==> config.mk <==
export PLATFORM = sky130hd
export DESIGN_NAME = input_key_capture
export DESIGN_NICKNAME = d
export VERILOG_FILES = /design/src/rtl/ikc_pkg.sv /design/src/rtl/input_key_capture.sv /design/src/rtl/ikc_map.sv /design/src/rtl/ikc_ctrl.sv
export SDC_FILE = /design/constraint.sdc
export NUM_CORES = 1
export LEC_CHECK = 0
export ABC_AREA = 1
export BUFFER_PORTS_ARGS = -buffer_cell sky130_fd_sc_hd__buf_2
export CAP_MARGIN = 30
export CORE_UTILIZATION = 35
export CTS_BUF_LIST = sky130_fd_sc_hd__clkbuf_4
export DETAILED_ROUTE_END_ITERATION = 8
export PLACE_DENSITY = 0.61
export SLEW_MARGIN = 25
export SYNTH_ARGS = -nofsm -noshare
export SYNTH_HDL_FRONTEND = slang
export SYNTH_HIERARCHICAL = 1
export SYNTH_SLANG_ARGS = --single-unit
==> constraint.sdc <==
create_clock -name i_clk -period 3.2 [get_ports i_clk]
set_input_delay 0.16 -clock i_clk [delete_from_list [all_inputs] [get_ports i_clk]]
set_output_delay 0.16 -clock i_clk [all_outputs]
set_load 0.05 [all_outputs]
==> src/rtl/ikc_pkg.sv <==
// Package for the input key capture block: item and result structs, opcodes,
// capture states, code ranges and the gamepad mask table. No dependencies.
package ikc_pkg;

    localparam int unsigned CodeW = 9;

    localparam logic [2:0] OP_BUTTON = 3'd0;
    localparam logic [2:0] OP_BEGIN  = 3'd1;
    localparam logic [2:0] OP_CANCEL = 3'd2;
    localparam logic [2:0] OP_POLL   = 3'd3;
    localparam logic [2:0] OP_CHECK  = 3'd4;

    localparam logic [1:0] DEV_KEYBOARD = 2'd0;
    localparam logic [1:0] DEV_MOUSE    = 2'd1;
    localparam logic [1:0] DEV_GAMEPAD  = 2'd2;

    localparam logic [CodeW-1:0] CODE_NONE   = 9'd0;
    localparam logic [CodeW-1:0] MOUSE_BASE  = 9'd256;
    localparam logic [CodeW-1:0] WHEEL_FIRST = 9'd264;
    localparam logic [CodeW-1:0] PAD_BASE    = 9'd266;
    localparam logic [CodeW-1:0] CODE_MAX    = 9'd281;

    localparam logic [15:0] MOUSE_COUNT = 16'd10;
    localparam int unsigned PadCount = 16;

    localparam logic [15:0] PAD_MASKS [PadCount] = '{
        16'h0001, 16'h0002, 16'h0004, 16'h0008,
        16'h0010, 16'h0020, 16'h0040, 16'h0080,
        16'h0100, 16'h0200, 16'h1000, 16'h2000,
        16'h4000, 16'h8000, 16'h0009, 16'h000A
    };

    typedef enum logic [1:0] {
        ST_IDLE     = 2'd0,
        ST_WAITING  = 2'd1,
        ST_CAPTURED = 2'd2
    } t_cap_state;

    typedef struct packed {
        logic [2:0]  opcode;
        logic [1:0]  device;
        logic [15:0] button_id;
        logic        is_down;
        logic        is_up;
    } t_item;

    typedef struct packed {
        logic [1:0]       state_seen;
        logic [CodeW-1:0] code_out;
        logic             consumed;
    } t_result;

    typedef struct packed {
        t_cap_state       state;
        logic [CodeW-1:0] captured_code;
        logic [CodeW-1:0] held_code;
    } t_status;

endpackage

==> src/rtl/input_key_capture.sv <==
// Top level of the input key capture block: input register, code mapping,
// capture control and result register. Depends on ikc_pkg, ikc_map, ikc_ctrl.
//
// Usage: items enter on i_valid / o_stall carrying an opcode (button event,
// begin capture, cancel, poll, batch consume check) and button fields. Each
// item gives exactly one result on o_valid / i_stall with the capture state
// seen before the item, the polled code and the consume flag.
// The item sits in the input register; once the result register can take it,
// the code is mapped, the state updated and the result register loaded.
// Throughput is one item per cycle unless the receiver stalls; the state update
// is a single pass of shallow logic, so items follow each other with no gap.
// When the receiver stalls, the result register holds its item and the input
// register holds the next one; o_stall rises only once both are full, so up
// to two items sit in the block during a stall.
// Reset (synchronous, active low) empties both registers and returns the
// capture state to idle with the captured and held codes cleared.
module input_key_capture (
    input  logic        i_clk,
    input  logic        i_rst_n,
    input  logic        i_valid,
    output logic        o_stall,
    input  logic [2:0]  i_opcode,
    input  logic [1:0]  i_device,
    input  logic [15:0] i_button_id,
    input  logic        i_is_down,
    input  logic        i_is_up,
    output logic        o_valid,
    input  logic        i_stall,
    output logic [1:0]  o_state_seen,
    output logic [8:0]  o_code_out,
    output logic        o_consumed
);
    import ikc_pkg::*;

    logic             r_in_valid;
    t_item            r_in;
    logic             r_out_valid;
    t_result          r_out;
    logic             out_ready;
    logic             fire;
    logic [CodeW-1:0] code;
    t_result          result;
    t_status          status;

    assign out_ready = !r_out_valid || !i_stall;
    assign fire      = r_in_valid && out_ready;
    assign o_stall   = r_in_valid && !out_ready;

    always_ff @(posedge i_clk) begin
        if (!i_rst_n) begin
            r_in_valid <= 1'b0;
        end else if (!o_stall) begin
            r_in_valid <= i_valid;
        end
    end

    always_ff @(posedge i_clk) begin
        if (i_valid && !o_stall) begin
            r_in.opcode    <= i_opcode;
            r_in.device    <= i_device;
            r_in.button_id <= i_button_id;
            r_in.is_down   <= i_is_down;
            r_in.is_up     <= i_is_up;
        end
    end

    ikc_map u_map (
        .i_device    (r_in.device),
        .i_button_id (r_in.button_id),
        .o_code      (code)
    );

    ikc_ctrl u_ctrl (
        .i_clk    (i_clk),
        .i_rst_n  (i_rst_n),
        .i_fire   (fire),
        .i_item   (r_in),
        .i_code   (code),
        .o_result (result),
        .o_status (status)
    );

    always_ff @(posedge i_clk) begin
        if (!i_rst_n) begin
            r_out_valid <= 1'b0;
        end else if (out_ready) begin
            r_out_valid <= r_in_valid;
        end
    end

    always_ff @(posedge i_clk) begin
        if (fire) begin
            r_out <= result;
        end
    end

    assign o_valid      = r_out_valid;
    assign o_state_seen = r_out.state_seen;
    assign o_code_out   = r_out.code_out;
    assign o_consumed   = r_out.consumed;

    // A nonzero polled code can only come from the captured state.
    assert property (@(posedge i_clk) disable iff (!i_rst_n)
        (o_valid && (o_code_out != CODE_NONE)) |-> (o_state_seen == ST_CAPTURED))
        else $error("polled code returned outside the captured state");

    // Captured state always carries a real code.
    assert property (@(posedge i_clk) disable iff (!i_rst_n)
        (status.state == ST_CAPTURED) |-> (status.captured_code != CODE_NONE))
        else $error("captured state with no captured code");

    // Wheel codes are never held, and held codes stay in range.
    assert property (@(posedge i_clk) disable iff (!i_rst_n)
        (status.held_code <= CODE_MAX) && (status.held_code != WHEEL_FIRST)
        && (status.held_code != WHEEL_FIRST + 9'd1))
        else $error("held code out of range or a wheel code");

    // The state registers move only when an item passes to the result register.
    assert property (@(posedge i_clk) disable iff (!i_rst_n)
        !fire |=> $stable(status))
        else $error("capture state changed with no item processed");

endmodule

==> src/rtl/ikc_map.sv <==
// Maps a device and raw button id to the unified button code (0 = no code).
// Depends on ikc_pkg for the code ranges and the gamepad mask table.
module ikc_map (
    input  logic [1:0]                i_device,
    input  logic [15:0]               i_button_id,
    output logic [ikc_pkg::CodeW-1:0] o_code
);
    import ikc_pkg::*;

    logic [3:0] pad_idx;
    logic       pad_hit;

    // The masks are distinct, so at most one entry matches.
    always_comb begin
        pad_idx = 4'd0;
        pad_hit = 1'b0;
        for (int i = 0; i < PadCount; i++) begin
            if (i_button_id == PAD_MASKS[i]) begin
                pad_idx = 4'(i);
                pad_hit = 1'b1;
            end
        end
    end

    always_comb begin
        case (i_device)
            DEV_KEYBOARD: begin
                o_code = (i_button_id < 16'(MOUSE_BASE)) ? i_button_id[CodeW-1:0]
                                                         : CODE_NONE;
            end
            DEV_MOUSE: begin
                o_code = (i_button_id < MOUSE_COUNT)
                       ? MOUSE_BASE + {5'd0, i_button_id[3:0]} : CODE_NONE;
            end
            DEV_GAMEPAD: begin
                o_code = pad_hit ? PAD_BASE + {5'd0, pad_idx} : CODE_NONE;
            end
            default: begin
                o_code = CODE_NONE;
            end
        endcase
    end

endmodule

==> src/rtl/ikc_ctrl.sv <==
// Capture state machine with the captured and held code registers; forms the
// result for one item. Depends on ikc_pkg.
module ikc_ctrl (
    input  logic                      i_clk,
    input  logic                      i_rst_n,
    input  logic                      i_fire,
    input  ikc_pkg::t_item            i_item,
    input  logic [ikc_pkg::CodeW-1:0] i_code,
    output ikc_pkg::t_result          o_result,
    output ikc_pkg::t_status          o_status
);
    import ikc_pkg::*;

    t_cap_state       r_state, n_state;
    logic [CodeW-1:0] r_captured, n_captured;
    logic [CodeW-1:0] r_held, n_held;
    logic             press_cap;

    assign press_cap = (i_item.opcode == OP_BUTTON) && (i_code != CODE_NONE)
                     && i_item.is_down && (r_state == ST_WAITING);

    // Next state and code registers.
    always_comb begin
        n_state    = r_state;
        n_captured = r_captured;
        n_held     = r_held;
        case (i_item.opcode)
            OP_BUTTON: begin
                if (i_code != CODE_NONE) begin
                    // The release is applied before the press.
                    if (i_item.is_up && (r_held == i_code)) begin
                        n_held = CODE_NONE;
                    end
                    if (press_cap) begin
                        n_captured = i_code;
                        n_state    = ST_CAPTURED;
                        if ((i_code < WHEEL_FIRST) || (i_code >= PAD_BASE)) begin
                            n_held = i_code;
                        end
                    end
                end
            end
            OP_BEGIN: begin
                n_state = ST_WAITING;
            end
            OP_CANCEL: begin
                if (r_state == ST_WAITING) begin
                    n_state = ST_IDLE;
                end
                n_held = CODE_NONE;
            end
            OP_POLL: begin
                if (r_state == ST_CAPTURED) begin
                    n_state = ST_IDLE;
                end
            end
            default: begin
            end
        endcase
    end

    // Result for the current item.
    always_comb begin
        o_result.state_seen = r_state;
        o_result.code_out   = CODE_NONE;
        o_result.consumed   = 1'b0;
        case (i_item.opcode)
            OP_POLL: begin
                if (r_state == ST_CAPTURED) begin
                    o_result.code_out = r_captured;
                end
            end
            OP_CHECK: begin
                o_result.consumed = (r_state == ST_WAITING) || (r_held != CODE_NONE);
            end
            default: begin
            end
        endcase
    end

    always_ff @(posedge i_clk) begin
        if (!i_rst_n) begin
            r_state    <= ST_IDLE;
            r_captured <= CODE_NONE;
            r_held     <= CODE_NONE;
        end else if (i_fire) begin
            r_state    <= n_state;
            r_captured <= n_captured;
            r_held     <= n_held;
        end
    end

    assign o_status.state         = r_state;
    assign o_status.captured_code = r_captured;
    assign o_status.held_code     = r_held;

endmodule

==> Yosys cells after proc, flatten, opt, wreduce, memory -nomap -nowiden <==
Index checks and enable logic that the tools add are counted.
{ "classes": {"n_lt_le_gt_ge": 4, "n_eq_ne": 29, "addsub": 2, "n_reduce_logical": 24, "mux": 45} }
{ "ops": {"columns": ["operator", "n"], "rows": [
  ["$mux W9", 7],
  ["$eq A16 B4 Y1 const B", 3],
  ["$mux W4", 8],
  ["$pmux W9 S3", 1],
  ["$add A9 B4 Y9 const A", 2],
  ["$pmux W9 S2", 1],
  ["$reduce_bool A9 Y1", 2],
  ["$mux W1", 17],
  ["$eq A16 B1 Y1 const B", 1],
  ["$eq A16 B10 Y1 const B", 1],
  ["$eq A16 B13 Y1 const B", 1],
  ["$eq A16 B14 Y1 const B", 1],
  ["$eq A16 B15 Y1 const B", 1],
  ["$eq A16 B16 Y1 const B", 1],
  ["$eq A16 B2 Y1 const B", 1],
  ["$eq A16 B3 Y1 const B", 1],
  ["$eq A16 B5 Y1 const B", 1],
  ["$eq A16 B6 Y1 const B", 1],
  ["$eq A16 B7 Y1 const B", 1],
  ["$eq A16 B8 Y1 const B", 1],
  ["$eq A16 B9 Y1 const B", 1],
  ["$lt A16 B4 Y1 const B", 1],
  ["$lt A16 B9 Y1 const B", 1],
  ["$mux W2", 6],
  ["23 further kinds", 42]
]} }
{ "word_totals": {"ff_bits": 57, "out_inout_bits": 14, "input_bits": 27} }

==> Longest topological paths before layout <==
{ "logic_depth": {"word_depth": 26, "depth_mapped": 22} }

==> Modules after synthesis <==
Netlist, hierarchy kept.
{ "modules_own_cells": {"columns": ["module", "area_per_inst_um2", "n_inst", "seq_area_each_um2", "cells_each"], "rows": [
  ["ikc_ctrl", 1353.8, 1, 400.4, 227],
  ["input_key_capture", 1146.1, 1, 1091.0, 48],
  ["ikc_map", 723.2, 1, 0.0, 135]
]} }

==> Least setup slack after synthesis <==
Ideal clock, no wire load.
{ "synth_path": {"kind": "reg-to-reg", "startpoint": "register r_in[14] (netlist name)", "endpoint": "register u_ctrl.r_held[5]", "path_stages_with_launch": 21, "synth_period_minus_slack_ns": 2.491, "path_buffers": 1, "setup_ns": 0.069, "setup_slack_ns": 0.709, "required_ns": 3.131, "arrival_time_ns": 2.422, "cell_sequence": "edfxtp_1 nor2_2 nand2_4 nor2_8 nand3_1 nand2_2 nor2_1 nand4_1 ha_1 nand2_1 nand2_1 nor2_1 nand2_1 nor2_2 nand2_2 nand3_4 buf_6 nor2_2 nor2_1 nand2_1 a21oi_2"} }
{ "synth_via": {"elab_chain_len": 26} }
{ "synth_rtl": {"columns": ["element", "line_no", "text"], "rows": [
  ["from (decl)", "input_key_capture.sv:36", "t_item r_in;"],
  ["$eq A16 B2 Y1 / $eq A16 B1 Y1 (equally long branches)", "ikc_map.sv:18", "if (i_button_id == PAD_MASKS[i]) begin"],
  ["$mux W1", "ikc_map.sv:18", null],
  ["$mux W2 / $mux W1 (equally long branches) (2 in a row)", "ikc_map.sv:18", null],
  ["$mux W3 / $mux W1 (equally long branches) (4 in a row)", "ikc_map.sv:18", null],
  ["$mux W4 / $mux W1 (equally long branches) (8 in a row)", "ikc_map.sv:18", null],
  ["$add A9 B4 Y9 / $mux W1 (equally long branches)", "ikc_map.sv:36, ikc_map.sv:18", null],
  ["$mux W9", "ikc_map.sv:36", "o_code = pad_hit ? PAD_BASE + {5'd0, pad_idx} : CODE_NONE;"],
  ["$pmux W9 S3 *", "ikc_map.sv:26", "case (i_device)"],
  ["named net code[2]", "input_key_capture.sv:41", "logic [CodeW-1:0] code;"],
  ["parallel branches: the longest is 7 deep, another holds $lt A9 B9 Y1", null, null],
  ["to (signal assigned)", "ikc_ctrl.sv:89", "r_held <= n_held;"],
  ["to (decl)", "ikc_ctrl.sv:16", "logic [CodeW-1:0] r_held, n_held;"]
]} }
Mark *: on every way through the listed nets, which the timed path passes. The select of a mux whose other input is x is not followed.
A chain may end at the register's enable or synchronous reset.

==> Worst setup path after layout <==
{ "layout_path": {"startpoint": "register r_in[4] (netlist name)", "endpoint": "register u_ctrl.r_captured[5]"} }
{ "layout_via": {"elab_chain_len": 24} }
{ "layout_rtl": {"columns": ["element", "line_no", "text"], "rows": [
  ["$eq A16 B2 Y1 / $eq A16 B1 Y1 (equally long branches)", "ikc_map.sv:18", null],
  ["$mux W1", "ikc_map.sv:18", null],
  ["$mux W2 / $mux W1 (equally long branches) (2 in a row)", "ikc_map.sv:18", null],
  ["$mux W3 / $mux W1 (equally long branches) (4 in a row)", "ikc_map.sv:18", null],
  ["$mux W4 / $mux W1 (equally long branches) (8 in a row)", "ikc_map.sv:18", null],
  ["$add A9 B4 Y9 / $mux W1 (equally long branches)", "ikc_map.sv:36, ikc_map.sv:18", null],
  ["$mux W9", "ikc_map.sv:36", null],
  ["$pmux W9 S3 *", "ikc_map.sv:26", null],
  ["named net code[3]", "input_key_capture.sv:41", null],
  ["$reduce_bool A9 Y1 *", "ikc_ctrl.sv:19, ikc_ctrl.sv:29", null],
  ["$logic_and A1 B1 Y1", "ikc_ctrl.sv:19", "assign press_cap = (i_item.opcode == OP_BUTTON) && (i_code != CODE_NONE)"],
  ["$logic_and A1 B1 Y1 (2 in a row)", "ikc_ctrl.sv:20", "&& i_item.is_down && (r_state == ST_WAITING);"],
  ["$reduce_and A4 Y1 (no source line) *", null, null],
  ["to (signal assigned)", "ikc_ctrl.sv:88", "r_captured <= n_captured;"],
  ["to (decl)", "ikc_ctrl.sv:15", "logic [CodeW-1:0] r_captured, n_captured;"]
]} }
Mark *: on every way through the listed nets, which the timed path passes. The rest lies on a longest branch.

==> results_tabular.tex <==
\begin{tabular}{lr}
\hline
Metric & Value \\
\hline
\multicolumn{2}{l}{\textbf{Die}} \\
Effective utilization at floorplan & 0.364 \\
Area of the die & 9550 sq um \\
Count of pins on the block boundary & 41 \\
Overall die height & 97.7 um \\
Placeable core region & 8810 sq um \\
Horizontal die dimension & 97.7 um \\
Num rows & 34 \\
\multicolumn{2}{l}{\textbf{Global routing}} \\
Grt total ovfl & 0 \\
Pin count of the biggest net entering global routing & 24 \\
Via count of the first global-routing pass & 2,707 \\
Overall fraction of global-route tracks in use & 0.159 \\
Antenna violations before repair & 0 \\
Wire length of the first global-routing pass & 12.1 mm \\
\multicolumn{2}{l}{\textbf{Status}} \\
Outcome & finished with violations \\
Violated checks & DRC \\
\multicolumn{2}{l}{\textbf{Synth}} \\
Post-synthesis area per instance & 7.86 sq um \\
Total standard cell area after synthesis & 3210 sq um \\
Cells after synthesis & 408 \\
Synth warnings & 6 \\
Net count after synthesis & 436 \\
\multicolumn{2}{l}{\textbf{Timing}} \\
Fin worst setup slack & 0.317 ns \\
Unrepaired setup endpoints after global routing & false \\
Transition time of the tightest slew-check pin & 0.421 ns \\
Slew Limit Fails & 0 \\
Summed negative setup slack over all endpoints & 0 ns \\
Max frequency & 347 MHz \\
Slew Limit Headroom & 0.718 \\
Maximum clock skew at final layout & 0.0219 ns \\
Final number of hold-violating endpoints & 0 \\
Final setup fails & 0 \\
Share of the cycle needed by the critical path after routing & 0.901 \\
Minimum period implied by the final worst setup slack & 2.88 ns \\
\multicolumn{2}{l}{\textbf{Pwr}} \\
Part of the total power dissipated in sequential elements & 0.522 \\
Net switching component of the power & 402 uW \\
Power share of the combinational group & 0.090 \\
Internal power & 1.18 mW \\
Total power density per cell area & 397 nW/um\^{}2 \\
Worst ir drop on vdd & 0.191 mV \\
Share of total power in the clock network & 0.388 \\
Overall power consumption & 1.58 mW \\
Sw Ratio & 0.254 \\
Leakage & 1.86 nW \\
\multicolumn{2}{l}{\textbf{Placed design}} \\
Number of buffers inserted by port buffering & 40 \\
Detailed Place HPWL & 5.02 mm \\
GP Congestion & 0.886 \\
Post-placement cell count & 556 \\
Setup slack at placement & 0.359 ns \\
\multicolumn{2}{l}{\textbf{Layout}} \\
Fraction of final layout cells sized beyond drive strength 1 & 0.222 \\
Non-filler cells in the finished layout & 598 \\
Post-synthesis to final-layout area growth & 24.0\% \\
Highest-count cells in the layout ignoring fill and taps & nand2\_1 (104), inv\_1 (56), nor2\_1 (50), buf\_2 (40), edfxtp\_1 (35) \\
Most frequent standard cell in the layout excluding fill and tap cells & nand2\_1 \\
Antenna diodes & 0 \\
Final Net Count & 513 \\
Util after Layout & 0.452 \\
Filler cells & 880 \\
\multicolumn{2}{l}{\textbf{Setup path}} \\
Type of the worst setup path & reg -> reg \\
Largest fanout on the critical path & 19 \\
Data arrival time of the worst path & 3.17 ns \\
Critical path endpoint category & register \\
Startpoint type of the worst setup path & register \\
WP data required & 3.49 ns \\
Cell count of the worst reg-to-reg path & 18 \\
\multicolumn{2}{l}{\textbf{Route}} \\
Drt drc & 8 \\
Average via count per standard cell & 4.68 \\
Sum of met2 wire segment lengths after detailed routing & 3.27 mm \\
Final wirelength & 6.97 mm \\
Starting DRC count in detailed routing & 191 \\
Amount of wire on met3 after detailed routing & 307 um \\
Wire length on met1 & 3.24 mm \\
Average wire length per cell after detail routing & 11.7 um \\
Count of nets left with antenna violations after detail routing & 0 \\
Highest metal layer used by the detailed router & met4 \\
Number of vias in the routed layout & 2,797 \\
Iteration count of the initial detailed-routing pass & 6 \\
\multicolumn{2}{l}{\textbf{Clocking}} \\
Quantity of gates resized following cts & 0 \\
Clock insertion delay at the later pin of the skew report & 0.42 ns \\
Cts bufs inserted & 9 \\
Maximum buffer depth of the clock tree & 2 \\
TritonCTS clock tree & built \\
CTS root buf & clkbuf\_4 \\
Clock-pin slew of the registers on the worst-case setup and hold paths & 0.12 ns \\
Sinks on the clock net & 57 \\
Number of H-tree levels & 3 \\
\multicolumn{2}{l}{\textbf{Flow run}} \\
\# Max-Cap Violations & 0 \\
\multicolumn{2}{l}{\textbf{Min path}} \\
Cell depth of the worst min-delay path & 3 \\
Worst hold path class & in -> reg \\
\hline
\end{tabular}
==> final timing paths <==
| check | from | endpoint | slack (ns) |
|---|---|---|---|
| hold reg to reg | u_ctrl/r_captured[3] | u_ctrl/r_captured[3] | 0.46 |
| hold / removal | i_rst_n | u_ctrl/r_captured[7] | 0.06 |
| setup reg to reg | r_in[4] | u_ctrl/r_captured[5] | 0.32 |
| setup / recovery | r_in[4] | u_ctrl/r_captured[5] | 0.32 |
==> what timing repair did <==
item,in CTS,in global routing
hold endpoints to repair,25,0
buffers inserted,0,0
hold buffers,25,0
==> final cells by class <==
class / count / area (sq um) / area share
Sequential cell: 57 / 1490 / 0.375
Multi-Input combinational cell: 283 / 1450 / 0.365
Timing Repair Buffer: 70 / 495 / 0.125
Inverter: 64 / 240 / 0.0604
Tap cell: 108 / 135 / 0.0340
Clock inverter: 7 / 95.1 / 0.0239
Clock buffer: 9 / 67.6 / 0.0170
==> registers in the layout, summed over array words and instances (netlist names) <==
name               cells
u_ctrl/r_captured      9
u_ctrl/r_held          9
u_ctrl/r_state         2
o_valid                1
o_code_out             9
o_state_seen           2
r_in_valid             1
o_consumed             1
r_in                  23
==> layer usage <==
metal / up-vias / global-route usage
li1: 1472 / -
met1: 1248 / 0.198
met2: 64 / 0.260
met3: 13 / 0.0329
met4: 0 / 0.0874
met5: - / 0
==> power groups by stage <==
stage | Sequential [mW] | Combinational (mW) | Clock [mW]
CTS | 0.826 | 0.139 | 0.635
detailed placement | 0.843 | 0.116 | 0
global placement | 0.842 | 0.114 | 0
global route | 0.829 | 0.155 | 0.669
floorplan | 0.861 | 0.0573 | 0
finish | 0.825 | 0.141 | 0.613
==> per-stage QoR <==
step                instance area, sq um  hold slack (ns)
global route                        3980           0.0716
finish                              3980           0.0604
detailed placement                  3550            0.339
floorplan                           3210            0.259
CTS                                 3960           0.0386
global placement                    3550            0.337
==> worst max-delay path, cell delays in order, from the launching register on <==
cell	delay [ns]
edfxtp_1	0.48
nor2_2	0.21
nand2_4	0.11
nor2_2	0.12
nand3_2	0.11
nand2_2	0.10
nor2_1	0.05
nand4_1	0.10
ha_1	0.18
xnor2_1	0.12
nand2_1	0.07
nand2_1	0.16
inv_1	0.11
nand3_1	0.10
nor2_2	0.05
nand2_2	0.10
nand3_2	0.26
o21ai_0	0.26
a21oi_1	0.07
Power figures use the tool's default switching activity.
